==> src/hw/rtl/hed_pkg.sv <==
`timescale 1ns / 1ps
// ----------------------------------------------------------------------------
// hed_pkg
// Shared types, constants and the named-reference lookup of the entity decoder.
// ----------------------------------------------------------------------------
package hed_pkg;

   localparam int SPAN_DEFAULT = 12;
   localparam int RESULT_CAP   = 16;
   localparam int CAP_W        = $clog2(RESULT_CAP + 1);

   localparam logic [7:0] CHAR_AMP  = 8'h26;
   localparam logic [7:0] CHAR_SEMI = 8'h3B;
   localparam logic [7:0] CHAR_HASH = 8'h23;
   localparam logic [31:0] CP_MAX   = 32'h0010_FFFF;
   localparam logic [31:0] CP_REPL  = 32'h0000_FFFD;

   typedef struct packed {
      logic [7:0] in_byte;
      logic       end_of_text;
   } req_type;

   typedef struct packed {
      logic [7:0] out_byte;
      logic       run_last;
   } rsp_type;

   typedef enum logic [4:0] {
      OP_NONE, OP_LOAD, OP_FETCH, OP_PASS, OP_START, OP_PUSH, OP_NAME_LOAD,
      OP_NUM_INIT, OP_NUM_STEP, OP_ENCODE, OP_EMIT_RES, OP_FAIL_INIT,
      OP_COPY_PEND, OP_COPY_EXTRA, OP_COPY_WORK, OP_FAIL_DONE, OP_FLUSH
   } op_type;

   typedef struct packed {
      op_type op;
   } cmd_type;

   typedef struct packed {
      logic emit_ok;
      logic flush_ok;
      logic pos_lt_len;
      logic last;
      logic in_entity;
      logic cur_amp;
      logic cur_semi;
      logic cnt_full;
      logic name_hit;
      logic num_start;
      logic i_lt_cnt;
      logic digit_bad;
      logic cp_zero;
      logic res_last;
   } stat_type;

   typedef struct packed {
      logic       hit;
      logic [2:0] n;
      logic [7:0] b0;
      logic [7:0] b1;
      logic [7:0] b2;
   } name_res_type;

   function automatic logic [7:0] to_lower(input logic [7:0] c);
      to_lower = (c >= 8'h41 && c <= 8'h5A) ? (c | 8'h20) : c;
   endfunction

   // win holds the lowercased name, first byte in win[0]
   function automatic name_res_type name_lookup(input logic [5:0][7:0] win,
                                                input logic [2:0] len);
      logic [47:0] word;
      logic [50:0] key;
      name_res_type r;
      word = '0;
      for (int j = 0; j < 6; j++) begin
         if (j < int'(len)) begin
            word[47-8*j -: 8] = win[j];
         end
      end
      key = {len, word};
      r = '0;
      r.hit = 1'b1;
      case (key)
         {3'd3, "amp", 24'd0}:    begin r.n = 3'd1; r.b0 = 8'h26; end
         {3'd2, "lt", 32'd0}:     begin r.n = 3'd1; r.b0 = 8'h3C; end
         {3'd2, "gt", 32'd0}:     begin r.n = 3'd1; r.b0 = 8'h3E; end
         {3'd4, "quot", 16'd0}:   begin r.n = 3'd1; r.b0 = 8'h22; end
         {3'd4, "apos", 16'd0}:   begin r.n = 3'd1; r.b0 = 8'h27; end
         {3'd4, "nbsp", 16'd0}:   begin r.n = 3'd2; r.b0 = 8'hC2; r.b1 = 8'hA0; end
         {3'd4, "copy", 16'd0}:   begin r.n = 3'd2; r.b0 = 8'hC2; r.b1 = 8'hA9; end
         {3'd3, "reg", 24'd0}:    begin r.n = 3'd2; r.b0 = 8'hC2; r.b1 = 8'hAE; end
         {3'd5, "trade", 8'd0}:   begin
            r.n = 3'd3; r.b0 = 8'hE2; r.b1 = 8'h84; r.b2 = 8'hA2;
         end
         {3'd6, "hellip"}:        begin
            r.n = 3'd3; r.b0 = 8'hE2; r.b1 = 8'h80; r.b2 = 8'hA6;
         end
         {3'd5, "mdash", 8'd0}:   begin
            r.n = 3'd3; r.b0 = 8'hE2; r.b1 = 8'h80; r.b2 = 8'h94;
         end
         {3'd5, "ndash", 8'd0}:   begin
            r.n = 3'd3; r.b0 = 8'hE2; r.b1 = 8'h80; r.b2 = 8'h93;
         end
         {3'd5, "lsquo", 8'd0}:   begin
            r.n = 3'd3; r.b0 = 8'hE2; r.b1 = 8'h80; r.b2 = 8'h98;
         end
         {3'd5, "rsquo", 8'd0}:   begin
            r.n = 3'd3; r.b0 = 8'hE2; r.b1 = 8'h80; r.b2 = 8'h99;
         end
         {3'd5, "ldquo", 8'd0}:   begin
            r.n = 3'd3; r.b0 = 8'hE2; r.b1 = 8'h80; r.b2 = 8'h9C;
         end
         {3'd5, "rdquo", 8'd0}:   begin
            r.n = 3'd3; r.b0 = 8'hE2; r.b1 = 8'h80; r.b2 = 8'h9D;
         end
         {3'd4, "bull", 16'd0}:   begin
            r.n = 3'd3; r.b0 = 8'hE2; r.b1 = 8'h80; r.b2 = 8'hA2;
         end
         {3'd6, "middot"}:        begin r.n = 3'd2; r.b0 = 8'hC2; r.b1 = 8'hB7; end
         {3'd3, "deg", 24'd0}:    begin r.n = 3'd2; r.b0 = 8'hC2; r.b1 = 8'hB0; end
         {3'd6, "plusmn"}:        begin r.n = 3'd2; r.b0 = 8'hC2; r.b1 = 8'hB1; end
         {3'd5, "times", 8'd0}:   begin r.n = 3'd2; r.b0 = 8'hC3; r.b1 = 8'h97; end
         {3'd6, "divide"}:        begin r.n = 3'd2; r.b0 = 8'hC3; r.b1 = 8'hB7; end
         {3'd4, "euro", 16'd0}:   begin
            r.n = 3'd3; r.b0 = 8'hE2; r.b1 = 8'h82; r.b2 = 8'hAC;
         end
         {3'd5, "pound", 8'd0}:   begin r.n = 3'd2; r.b0 = 8'hC2; r.b1 = 8'hA3; end
         {3'd3, "yen", 24'd0}:    begin r.n = 3'd2; r.b0 = 8'hC2; r.b1 = 8'hA5; end
         default:                 r.hit = 1'b0;
      endcase
      name_lookup = r;
   endfunction

endpackage

==> src/hw/rtl/hed_ctrl.sv <==
`timescale 1ns / 1ps
// ----------------------------------------------------------------------------
// hed_ctrl
// Sequencer: walks the work queue one byte at a time and drives the datapath.
// ----------------------------------------------------------------------------
module hed_ctrl (
   input  logic              clock,
   input  logic              reset,
   input  logic              req_valid,
   output logic              req_ready,
   input  hed_pkg::stat_type stat,
   output hed_pkg::cmd_type  cmd
);
   import hed_pkg::*;

   typedef enum logic [3:0] {
      S_IDLE, S_FETCH, S_DISPATCH, S_NAME, S_NUM, S_ENC, S_EMIT,
      S_FAIL_AMP, S_COPY_PEND, S_COPY_WORK, S_FINISH
   } state_type;

   state_type state_ff, state_in;
   logic      extra_ff, extra_in;

   assign req_ready = (state_ff == S_IDLE);

   always_comb begin
      state_in = state_ff;
      extra_in = extra_ff;
      cmd.op   = OP_NONE;
      case (state_ff)
         S_IDLE: begin
            if (req_valid) begin
               cmd.op   = OP_LOAD;
               state_in = S_FETCH;
            end
         end
         S_FETCH: begin
            if (stat.pos_lt_len) begin
               cmd.op   = OP_FETCH;
               state_in = S_DISPATCH;
            end else if (stat.last && stat.in_entity) begin
               extra_in = 1'b0;
               state_in = S_FAIL_AMP;
            end else begin
               state_in = S_FINISH;
            end
         end
         S_DISPATCH: begin
            if (!stat.in_entity) begin
               if (stat.cur_amp) begin
                  cmd.op   = OP_START;
                  state_in = S_FETCH;
               end else begin
                  cmd.op = OP_PASS;
                  if (stat.emit_ok) state_in = S_FETCH;
               end
            end else if (stat.cur_semi) begin
               state_in = S_NAME;
            end else if (!stat.cnt_full) begin
               cmd.op   = OP_PUSH;
               state_in = S_FETCH;
            end else begin
               extra_in = 1'b1;
               state_in = S_FAIL_AMP;
            end
         end
         S_NAME: begin
            if (stat.name_hit) begin
               cmd.op   = OP_NAME_LOAD;
               state_in = S_EMIT;
            end else if (stat.num_start) begin
               cmd.op   = OP_NUM_INIT;
               state_in = S_NUM;
            end else begin
               extra_in = 1'b1;
               state_in = S_FAIL_AMP;
            end
         end
         S_NUM: begin
            if (!stat.i_lt_cnt) begin
               state_in = S_ENC;
            end else if (stat.digit_bad) begin
               extra_in = 1'b1;
               state_in = S_FAIL_AMP;
            end else begin
               cmd.op = OP_NUM_STEP;
            end
         end
         S_ENC: begin
            if (stat.cp_zero) begin
               extra_in = 1'b1;
               state_in = S_FAIL_AMP;
            end else begin
               cmd.op   = OP_ENCODE;
               state_in = S_EMIT;
            end
         end
         S_EMIT: begin
            cmd.op = OP_EMIT_RES;
            if (stat.emit_ok && stat.res_last) state_in = S_FETCH;
         end
         S_FAIL_AMP: begin
            cmd.op = OP_FAIL_INIT;
            if (stat.emit_ok) state_in = S_COPY_PEND;
         end
         S_COPY_PEND: begin
            if (stat.i_lt_cnt) begin
               cmd.op = OP_COPY_PEND;
            end else begin
               if (extra_ff) cmd.op = OP_COPY_EXTRA;
               state_in = S_COPY_WORK;
            end
         end
         S_COPY_WORK: begin
            if (stat.pos_lt_len) begin
               cmd.op = OP_COPY_WORK;
            end else begin
               cmd.op   = OP_FAIL_DONE;
               state_in = S_FETCH;
            end
         end
         S_FINISH: begin
            cmd.op = OP_FLUSH;
            if (stat.flush_ok) state_in = S_IDLE;
         end
         default: state_in = S_IDLE;
      endcase
   end

   always_ff @(posedge clock) begin
      if (reset) begin
         state_ff <= S_IDLE;
         extra_ff <= 1'b0;
      end else begin
         state_ff <= state_in;
         extra_ff <= extra_in;
      end
   end

endmodule

==> src/hw/rtl/hed_datapath.sv <==
`timescale 1ns / 1ps
// ----------------------------------------------------------------------------
// hed_datapath
// Work queue banks, pending name buffer, numeric accumulator, UTF-8 encoder
// and the result holding and output registers.
// ----------------------------------------------------------------------------
module hed_datapath #(
   parameter int MAX_ENTITY_SPAN = hed_pkg::SPAN_DEFAULT
) (
   input  logic              clock,
   input  logic              reset,
   input  hed_pkg::req_type  req_data,
   input  hed_pkg::cmd_type  cmd,
   output hed_pkg::stat_type stat,
   output logic              rsp_valid,
   input  logic              rsp_ready,
   output hed_pkg::rsp_type  rsp_data
);
   import hed_pkg::*;

   localparam int WORK_LEN = MAX_ENTITY_SPAN + 1;
   localparam int CW       = $clog2(MAX_ENTITY_SPAN + 1);
   localparam int PIDX     = $clog2(MAX_ENTITY_SPAN);
   localparam int PW       = $clog2(WORK_LEN + 1);
   localparam int WIDX     = $clog2(WORK_LEN);

   logic [7:0]       pend_ff [MAX_ENTITY_SPAN];
   logic [7:0]       wk_ff [2][WORK_LEN];
   logic [CW-1:0]    cnt_ff, i_ff;
   logic [PW-1:0]    pos_ff, len_ff, t_ff;
   logic             ent_ff, last_ff, bank_ff, hex_ff;
   logic [7:0]       cur_ff;
   logic [31:0]      cp_ff;
   logic [7:0]       rb_ff [4];
   logic [2:0]       rn_ff;
   logic [1:0]       ri_ff;
   logic [CAP_W-1:0] n_ff;
   logic [7:0]       hold_ff;
   logic             hv_ff;
   logic             rsp_v_ff;
   rsp_type          rsp_ff;

   logic [5:0][7:0]  win;
   logic [2:0]       name_len;
   logic             name_short;
   name_res_type     name_res;
   logic [7:0]       pend_i, dig_c, lc, emit_byte;
   logic [3:0]       dig;
   logic             digit_bad;
   logic             out_free, emit_ok, do_emit, is_emit, rsp_push;
   logic [31:0]      cpc, cp_next;
   logic [CW-1:0]    len_c;

   // lowercased name window, first name byte follows the '&'
   for (genvar k = 0; k < 6; k++) begin : g_win
      if (k + 1 < MAX_ENTITY_SPAN) begin : g_on
         assign win[k] = to_lower(pend_ff[k+1]);
      end else begin : g_off
         assign win[k] = 8'h00;
      end
   end

   assign len_c      = cnt_ff - CW'(1);
   assign name_short = (cnt_ff != '0) && (len_c <= CW'(6));
   assign name_len   = len_c[2:0];
   assign name_res   = name_lookup(win, name_len);

   assign pend_i = pend_ff[i_ff[PIDX-1:0]];
   assign dig_c  = pend_i;
   assign lc     = dig_c | 8'h20;

   always_comb begin
      dig = 4'd0;
      digit_bad = 1'b0;
      if (dig_c >= 8'h30 && dig_c <= 8'h39) begin
         dig = 4'(dig_c - 8'h30);
      end else if (hex_ff && lc >= 8'h61 && lc <= 8'h66) begin
         dig = 4'(lc - 8'h57);
      end else begin
         digit_bad = 1'b1;
      end
   end

   assign cp_next = hex_ff ? {cp_ff[27:0], dig}
                           : ({cp_ff[28:0], 3'b000} + {cp_ff[30:0], 1'b0} + {28'd0, dig});
   assign cpc     = (cp_ff > CP_MAX) ? CP_REPL : cp_ff;

   assign out_free = !rsp_v_ff || rsp_ready;
   assign emit_ok  = (n_ff >= CAP_W'(RESULT_CAP)) || !hv_ff || out_free;
   assign is_emit  = (cmd.op == OP_PASS) || (cmd.op == OP_FAIL_INIT) ||
                     (cmd.op == OP_EMIT_RES);
   assign do_emit  = is_emit && emit_ok;
   // a beat moves from the holding register into the output register
   assign rsp_push = (do_emit && n_ff < CAP_W'(RESULT_CAP) && hv_ff) ||
                     (cmd.op == OP_FLUSH && hv_ff && out_free);

   always_comb begin
      case (cmd.op)
         OP_PASS:     emit_byte = cur_ff;
         OP_FAIL_INIT: emit_byte = CHAR_AMP;
         OP_EMIT_RES: emit_byte = rb_ff[ri_ff];
         default:     emit_byte = 8'h00;
      endcase
   end

   assign stat.emit_ok    = emit_ok;
   assign stat.flush_ok   = !hv_ff || out_free;
   assign stat.pos_lt_len = pos_ff < len_ff;
   assign stat.last       = last_ff;
   assign stat.in_entity  = ent_ff;
   assign stat.cur_amp    = cur_ff == CHAR_AMP;
   assign stat.cur_semi   = cur_ff == CHAR_SEMI;
   assign stat.cnt_full   = cnt_ff >= CW'(MAX_ENTITY_SPAN);
   assign stat.name_hit   = name_short && name_res.hit;
   assign stat.num_start  = (cnt_ff >= CW'(2)) && (pend_ff[1] == CHAR_HASH);
   assign stat.i_lt_cnt   = i_ff < cnt_ff;
   assign stat.digit_bad  = digit_bad;
   assign stat.cp_zero    = cp_ff == 32'd0;
   assign stat.res_last   = ({1'b0, ri_ff} + 3'd1) == rn_ff;

   assign rsp_valid = rsp_v_ff;
   assign rsp_data  = rsp_ff;

   always_ff @(posedge clock) begin
      if (reset) begin
         cnt_ff   <= '0;
         ent_ff   <= 1'b0;
         last_ff  <= 1'b0;
         bank_ff  <= 1'b0;
         pos_ff   <= '0;
         len_ff   <= '0;
         n_ff     <= '0;
         hv_ff    <= 1'b0;
         rsp_v_ff <= 1'b0;
      end else begin
         if (rsp_push) rsp_v_ff <= 1'b1;
         else if (rsp_v_ff && rsp_ready) rsp_v_ff <= 1'b0;
         if (do_emit && n_ff < CAP_W'(RESULT_CAP)) begin
            if (hv_ff) begin
               rsp_ff <= '{out_byte: hold_ff, run_last: 1'b0};
            end
            hold_ff <= emit_byte;
            hv_ff   <= 1'b1;
            n_ff    <= n_ff + CAP_W'(1);
         end
         case (cmd.op)
            OP_LOAD: begin
               wk_ff[bank_ff][0] <= req_data.in_byte;
               len_ff  <= PW'(1);
               pos_ff  <= '0;
               last_ff <= req_data.end_of_text;
               n_ff    <= '0;
            end
            OP_FETCH: begin
               cur_ff <= wk_ff[bank_ff][pos_ff[WIDX-1:0]];
               pos_ff <= pos_ff + PW'(1);
            end
            OP_START: begin
               pend_ff[0] <= CHAR_AMP;
               cnt_ff     <= CW'(1);
               ent_ff     <= 1'b1;
            end
            OP_PUSH: begin
               pend_ff[cnt_ff[PIDX-1:0]] <= cur_ff;
               cnt_ff <= cnt_ff + CW'(1);
            end
            OP_NAME_LOAD: begin
               rb_ff[0] <= name_res.b0;
               rb_ff[1] <= name_res.b1;
               rb_ff[2] <= name_res.b2;
               rn_ff    <= name_res.n;
               ri_ff    <= 2'd0;
            end
            OP_NUM_INIT: begin
               cp_ff <= 32'd0;
               if (cnt_ff >= CW'(3) && (pend_ff[2] | 8'h20) == 8'h78) begin
                  hex_ff <= 1'b1;
                  i_ff   <= CW'(3);
               end else begin
                  hex_ff <= 1'b0;
                  i_ff   <= CW'(2);
               end
            end
            OP_NUM_STEP: begin
               cp_ff <= cp_next;
               i_ff  <= i_ff + CW'(1);
            end
            OP_ENCODE: begin
               ri_ff <= 2'd0;
               if (cpc < 32'h80) begin
                  rb_ff[0] <= cpc[7:0];
                  rn_ff    <= 3'd1;
               end else if (cpc < 32'h800) begin
                  rb_ff[0] <= 8'hC0 | {3'd0, cpc[10:6]};
                  rb_ff[1] <= 8'h80 | {2'd0, cpc[5:0]};
                  rn_ff    <= 3'd2;
               end else if (cpc < 32'h10000) begin
                  rb_ff[0] <= 8'hE0 | {4'd0, cpc[15:12]};
                  rb_ff[1] <= 8'h80 | {2'd0, cpc[11:6]};
                  rb_ff[2] <= 8'h80 | {2'd0, cpc[5:0]};
                  rn_ff    <= 3'd3;
               end else begin
                  rb_ff[0] <= 8'hF0 | {5'd0, cpc[20:18]};
                  rb_ff[1] <= 8'h80 | {2'd0, cpc[17:12]};
                  rb_ff[2] <= 8'h80 | {2'd0, cpc[11:6]};
                  rb_ff[3] <= 8'h80 | {2'd0, cpc[5:0]};
                  rn_ff    <= 3'd4;
               end
            end
            OP_EMIT_RES: begin
               if (emit_ok) begin
                  ri_ff <= ri_ff + 2'd1;
                  if (stat.res_last) begin
                     cnt_ff <= '0;
                     ent_ff <= 1'b0;
                  end
               end
            end
            OP_FAIL_INIT: begin
               t_ff <= '0;
               i_ff <= CW'(1);
            end
            OP_COPY_PEND: begin
               if (t_ff < PW'(WORK_LEN)) begin
                  wk_ff[!bank_ff][t_ff[WIDX-1:0]] <= pend_i;
                  t_ff <= t_ff + PW'(1);
               end
               i_ff <= i_ff + CW'(1);
            end
            OP_COPY_EXTRA: begin
               if (t_ff < PW'(WORK_LEN)) begin
                  wk_ff[!bank_ff][t_ff[WIDX-1:0]] <= cur_ff;
                  t_ff <= t_ff + PW'(1);
               end
            end
            OP_COPY_WORK: begin
               if (t_ff < PW'(WORK_LEN)) begin
                  wk_ff[!bank_ff][t_ff[WIDX-1:0]] <= wk_ff[bank_ff][pos_ff[WIDX-1:0]];
                  t_ff <= t_ff + PW'(1);
               end
               pos_ff <= pos_ff + PW'(1);
            end
            OP_FAIL_DONE: begin
               bank_ff <= !bank_ff;
               len_ff  <= t_ff;
               pos_ff  <= '0;
               cnt_ff  <= '0;
               ent_ff  <= 1'b0;
            end
            OP_FLUSH: begin
               if (hv_ff && out_free) begin
                  rsp_ff <= '{out_byte: hold_ff, run_last: 1'b1};
                  hv_ff  <= 1'b0;
               end
            end
            default: ;
         endcase
      end
   end

endmodule

==> src/hw/rtl/html_entity_decoder_core.sv <==
`timescale 1ns / 1ps
// ----------------------------------------------------------------------------
// html_entity_decoder_core
// Streaming HTML character-reference decoder, one text byte per request beat.
// ----------------------------------------------------------------------------
//  channel | direction | handshake            | payload
//  req     | in        | req_valid/req_ready  | req_data (in_byte, end_of_text)
//  rsp     | out       | rsp_valid/rsp_ready  | rsp_data (out_byte, run_last)
//
// Sequencing: one item at a time. An item that passes or buffers its byte goes
// from accept to accept through fetch and dispatch of the byte, a fetch that
// finds the queue empty, a flush and the idle state with req_ready high. A
// closing ';' adds the name lookup and the emission of the result bytes; a
// numeric form starts in the lookup step, accumulates its digits in turn,
// ends the digits and encodes. A failed entity emits the '&', copies the
// buffered bytes after it and then the remaining queue bytes into the other
// bank, and walks that bank again, fetch and dispatch for each byte; the
// sequencer in hed_ctrl takes one queue byte per pass.
// Reset: synchronous; clears the sequencer, buffer count and output valid.
// Stalls: the last emitted byte is held back until the next one or the end
// of the item is known, so run_last can be set; a stalled rsp only halts
// emission, and req_ready returns once the item's final beat is registered.
// ----------------------------------------------------------------------------
module html_entity_decoder_core #(
   parameter int MAX_ENTITY_SPAN = hed_pkg::SPAN_DEFAULT
) (
   input  logic             clock,
   input  logic             reset,
   input  logic             req_valid,
   output logic             req_ready,
   input  hed_pkg::req_type req_data,
   output logic             rsp_valid,
   input  logic             rsp_ready,
   output hed_pkg::rsp_type rsp_data
);
   import hed_pkg::*;

   cmd_type  cmd;
   stat_type stat;

   // sequencer: owns the walk over the work queue
   hed_ctrl u_ctrl (
      .clock     (clock),
      .reset     (reset),
      .req_valid (req_valid),
      .req_ready (req_ready),
      .stat      (stat),
      .cmd       (cmd)
   );

   // storage, arithmetic and the output beat register
   hed_datapath #(
      .MAX_ENTITY_SPAN (MAX_ENTITY_SPAN)
   ) u_datapath (
      .clock     (clock),
      .reset     (reset),
      .req_data  (req_data),
      .cmd       (cmd),
      .stat      (stat),
      .rsp_valid (rsp_valid),
      .rsp_ready (rsp_ready),
      .rsp_data  (rsp_data)
   );

endmodule

==> config.mk <==
export PLATFORM = sky130hd
export DESIGN_NAME = html_entity_decoder_core
export DESIGN_NICKNAME = d
export VERILOG_FILES = /design/src/hw/rtl/hed_pkg.sv /design/src/hw/rtl/hed_ctrl.sv /design/src/hw/rtl/hed_datapath.sv /design/src/hw/rtl/html_entity_decoder_core.sv
export SDC_FILE = /design/constraint.sdc
export NUM_CORES = 1
export LEC_CHECK = 0
export BUFFER_PORTS_ARGS = -buffer_cell sky130_fd_sc_hd__buf_2
export CAP_MARGIN = 5
export CORE_MARGIN = 2
export CORE_UTILIZATION = 41
export CTS_CLUSTER_DIAMETER = 200
export DETAILED_ROUTE_END_ITERATION = 12
export GPL_TIMING_DRIVEN = 0
export HOLD_SLACK_MARGIN = 0.15
export PLACE_DENSITY = 0.63
export SETUP_SLACK_MARGIN = 0.5
export SLEW_MARGIN = 30
export SYNTH_ARGS = -nofsm -noshare
export SYNTH_HDL_FRONTEND = slang
export SYNTH_HIERARCHICAL = 1
export SYNTH_SLANG_ARGS = --single-unit
==> constraint.sdc <==
create_clock -name clock -period 9 [get_ports clock]
set_input_delay 0.9 -clock clock [delete_from_list [all_inputs] [get_ports clock]]
set_output_delay 0.9 -clock clock [all_outputs]
set_load 0.01 [all_outputs]
==> results.json <==
{
  "status": "finished, final reports clean",
  "core_um2": 64500,
  "initial_core_util": 0.415,
  "cp_data_arrival_time_ns": 8.41,
  "endpoint_kind": "flip-flop",
  "cts_tree": "yes",
  "required_ns": 9.33,
  "worst_pin_slew_ns": 1.15,
  "synth-edff-count": 435,
  "synth_flop_cell": "edfxtp_1",
  "grt_start_max_net_pins": 22,
  "cp-start-kind": "flip-flop",
  "hold_buffers": 0,
  "pre_cts_slack_ns": -0.357,
  "ctsRootBufferMaster": "clkbuf_16",
  "io_pins": 24,
  "yosysSeqAreaShare": 0.514,
  "grt_pass1_vias": 19900,
  "leakagePower_nw": 10.5,
  "skew_ns": 0.0427,
  "die_w_um": 259,
  "ys_seq_elements": 469,
  "period_share": 0.898,
  "postSynthCellCount": 2311,
  "synthDistinctLibCells": 87,
  "worst_ir_drop_vdd_v": 0.000125,
  "max_freq_mhz": 124,
  "rsz0062_at_grt": "false",
  "syn_nets": 2408,
  "dp_hpwl_um": 61800,
  "routed_wl_um": 84400,
  "crit_chain": "clkbuf_1, inv_1, ha_1, nand2_1, o21ai_0, or4b_1, nor4b_1, and4b_1, nor4_2, and3_1, a41oi_2, nor2b_1, a32oi_1, o221ai_1, clkbuf_1, nor3b_4, nand3_1, nor2_1, clkbuf_2, nand3_2, mux2i_1, nand2_1, o21ai_0, o21ai_0",
  "synth_fa_ha_area_frac": 0.0399,
  "ant_nets": 0,
  "wl_per_cell_um": 25.7,
  "muxShareOfSynthArea": 0.140,
  "cp_slowest_cell": "o21ai_0",
  "via_count": 20300,
  "synthSimpleGateAreaFrac": 0.146,
  "diodes": 0,
  "post-route-min-period_ns": 8.08,
  "synth-xor-area-share": 0.0144,
  "syn2layout_area_growth_pct": 11.5,
  "clk_pin_slew_ns": 0.06,
  "first_pass_iters": 6,
  "antenna_found_initial": 1,
  "power_mw": 6.45,
  "cpPeakStageDelay_ns": 0.81,
  "yosysTopAreaCell": "edfxtp_1",
  "grt_pass1_wl_um": 127000,
  "relSlewSlack": 0.228,
  "crit_fanout": 10,
  "avgSynthCellArea_um2": 11.6,
  "clk_path_buf_depth": 3,
  "rows": 93,
  "layout-drive-gt1-share": 0.157,
  "synth_area_um2": 26700,
  "netlist_top_cells_area": "edfxtp_1 (49%), mux4_2 (7.4%), nor2_1 (4.4%), mux2_2 (4.1%), ha_1 (3.8%)",
  "yosys_warnings": 6,
  "globalRouteTotalUtil": 0.250,
  "synth_top_area_share": 0.489,
  "clock-sinks": 469,
  "synth_compound_area_frac": 0.114,
  "synth_top_family_by_area": "simple AND/OR/NAND/NOR gates",
  "crit_path_frequent_cell": "o21ai_0",
  "route.detailed.drc": 0,
  "drt_iter0_markers": 2228,
  "crit_type": "flip-flop to flip-flop",
  "finalSetupTns_ns": 0,
  "netlist_top_cells_count": "edfxtp_1 (435), nor2_1 (313), nand2_1 (154), clkbuf_1 (114), a21oi_1 (111)",
  "pwr_density_cell_nw_per_um2": 216,
  "die_area_um2": 67200,
  "ys_async_sr_fraction": 0,
  "crit_family": "simple AND/OR/NAND/NOR gates",
  "clk-insertion-delay-late_ns": 0.61,
  "hold_viol_final": 0,
  "port_buffers": 23,
  "max-cap-violations": 0,
  "cp.buffers_inverters": 4,
  "cts_buffers": 49,
  "vias_per_cell": 6.19,
  "layout_setup_ws_ns": 0.915,
  "die_h_um": 259,
  "gp_congestion": 0.998,
  "yosysMostFrequentCell": "edfxtp_1",
  "slew_viol_final": 0,
  "nets": 2483,
  "min-delay-path-class": "flip-flop to flip-flop",
  "grt_overflow": 0,
  "finalSetupViolCount": 0,
  "htree_levels": 2
}
-- layer usage --
| metal | vias to the layer above | global-route usage | share of wire |
|---|---|---|---|
| met1 | 10100 | 0.331 | 0.41 |
| met2 | 978 | 0.411 | 0.47 |
| met4 | 0 | 0.102 | 0.044 |
| met5 | - | 0 | 0 |
| li1 | 9038 | - | - |
| met3 | 205 | 0.0376 | 0.074 |
-- tightest hold or removal path, cell delays in order, from the launching register on --
cell and delay (ns):
dfxtp_1 0.30, inv_1 0.07, a221oi_1 0.08
-- report_power, final --
part           internal [mW]  total, mW  leakage [nW]  switching [mW]
Clock                   1.22       2.10         0.824           0.883
Combinational          0.625       1.77          4.95            1.14
Sequential              2.48       2.58          4.73          0.0969
Total                   4.33       6.45          10.5            2.12
-- cells by family after synthesis --
family / Yosys count
adder cells (fa/ha/maj): 84
AND/OR/NAND/NOR: 806
flip-flops: 469
multiplexers: 252
AO/OA/AOI/OAI: 453
XOR/XNOR: 44
buffers and inverters: 203
-- final timing paths --
path,cells past startpoint,from,slack (ns),end
setup / recovery,24,u_datapath/cnt_ff[1]$_SDFFE_PP0P_,0.92,u_datapath/wk_ff[0][100]$_DFFE_PP_
hold reg to reg,2,u_datapath/len_ff[0]$_SDFFE_PP0N_,0.51,u_datapath/len_ff[0]$_SDFFE_PP0N_
hold / removal,2,u_datapath/len_ff[0]$_SDFFE_PP0N_,0.51,u_datapath/len_ff[0]$_SDFFE_PP0N_
setup reg to reg,24,u_datapath/cnt_ff[1]$_SDFFE_PP0P_,0.92,u_datapath/wk_ff[0][100]$_DFFE_PP_
-- area by class of cell --
type	instances	area (µm²)
Inverter	48	180
Sequential cell	469	13700
Tap cell	855	1070
Clock inverter	33	382
Clock buffer	59	1290
Buffer	155	666
Fill cell	5970	34700
Multi-Input combinational cell	1639	12300
Timing Repair Buffer	24	143
-- registers in the layout, indices dropped and copies added, names as in the netlist, 4 cells and up, named ones only --
register / flops
u_datapath/n_ff: 5
u_datapath/len_ff: 4
u_datapath/rsp_data: 9
u_datapath/pend_ff: 128
u_datapath/rb_ff: 28
u_datapath/cnt_ff: 4
u_datapath/pos_ff: 4
u_datapath/cp_ff: 32
u_datapath/hold_ff: 8
u_ctrl/state_ff: 4
u_datapath/cur_ff: 8
u_datapath/i_ff: 4
u_datapath/wk_ff: 208
u_datapath/t_ff: 4
-- timing repair --
action	CTS	global route
resized for setup	8	26
endpoints found under the hold margin	0	0
cloned	0	0
endpoints found under the setup margin	235	345
setup buffers	0	0
-- per-stage QoR --
| stage | cells | hold slack, ns | utilization | instance area, µm² |
|---|---|---|---|---|
| detailed placement | 3190 | 0.490 | 0.434 | 28000 |
| finish | 3282 | 0.506 | 0.462 | 29800 |
| global placement | 3189 | 0.468 | 0.433 | 27900 |
| floorplan | 2311 | 0.447 | - | 26700 |
| global route | 3282 | 0.508 | 0.462 | 29800 |
| CTS | 3282 | 0.502 | 0.461 | 29700 |
-- layout by cell type (no fill, tap or decap), drive strengths merged, types with 27 or more instances in the layout --
cell type,count
nor4,32
inv,53
xnor2,27
a21o,27
o21ai,73
dfxtp,34
mux2i,64
nand2b,35
clkbuf,175
nand2,154
ha,82
a21oi,111
a211oi,100
nor3,46
nor2,313
buf,62
mux2,100
nand3,57
mux4,88
edfxtp,435
Power figures use the tool's default switching activity.
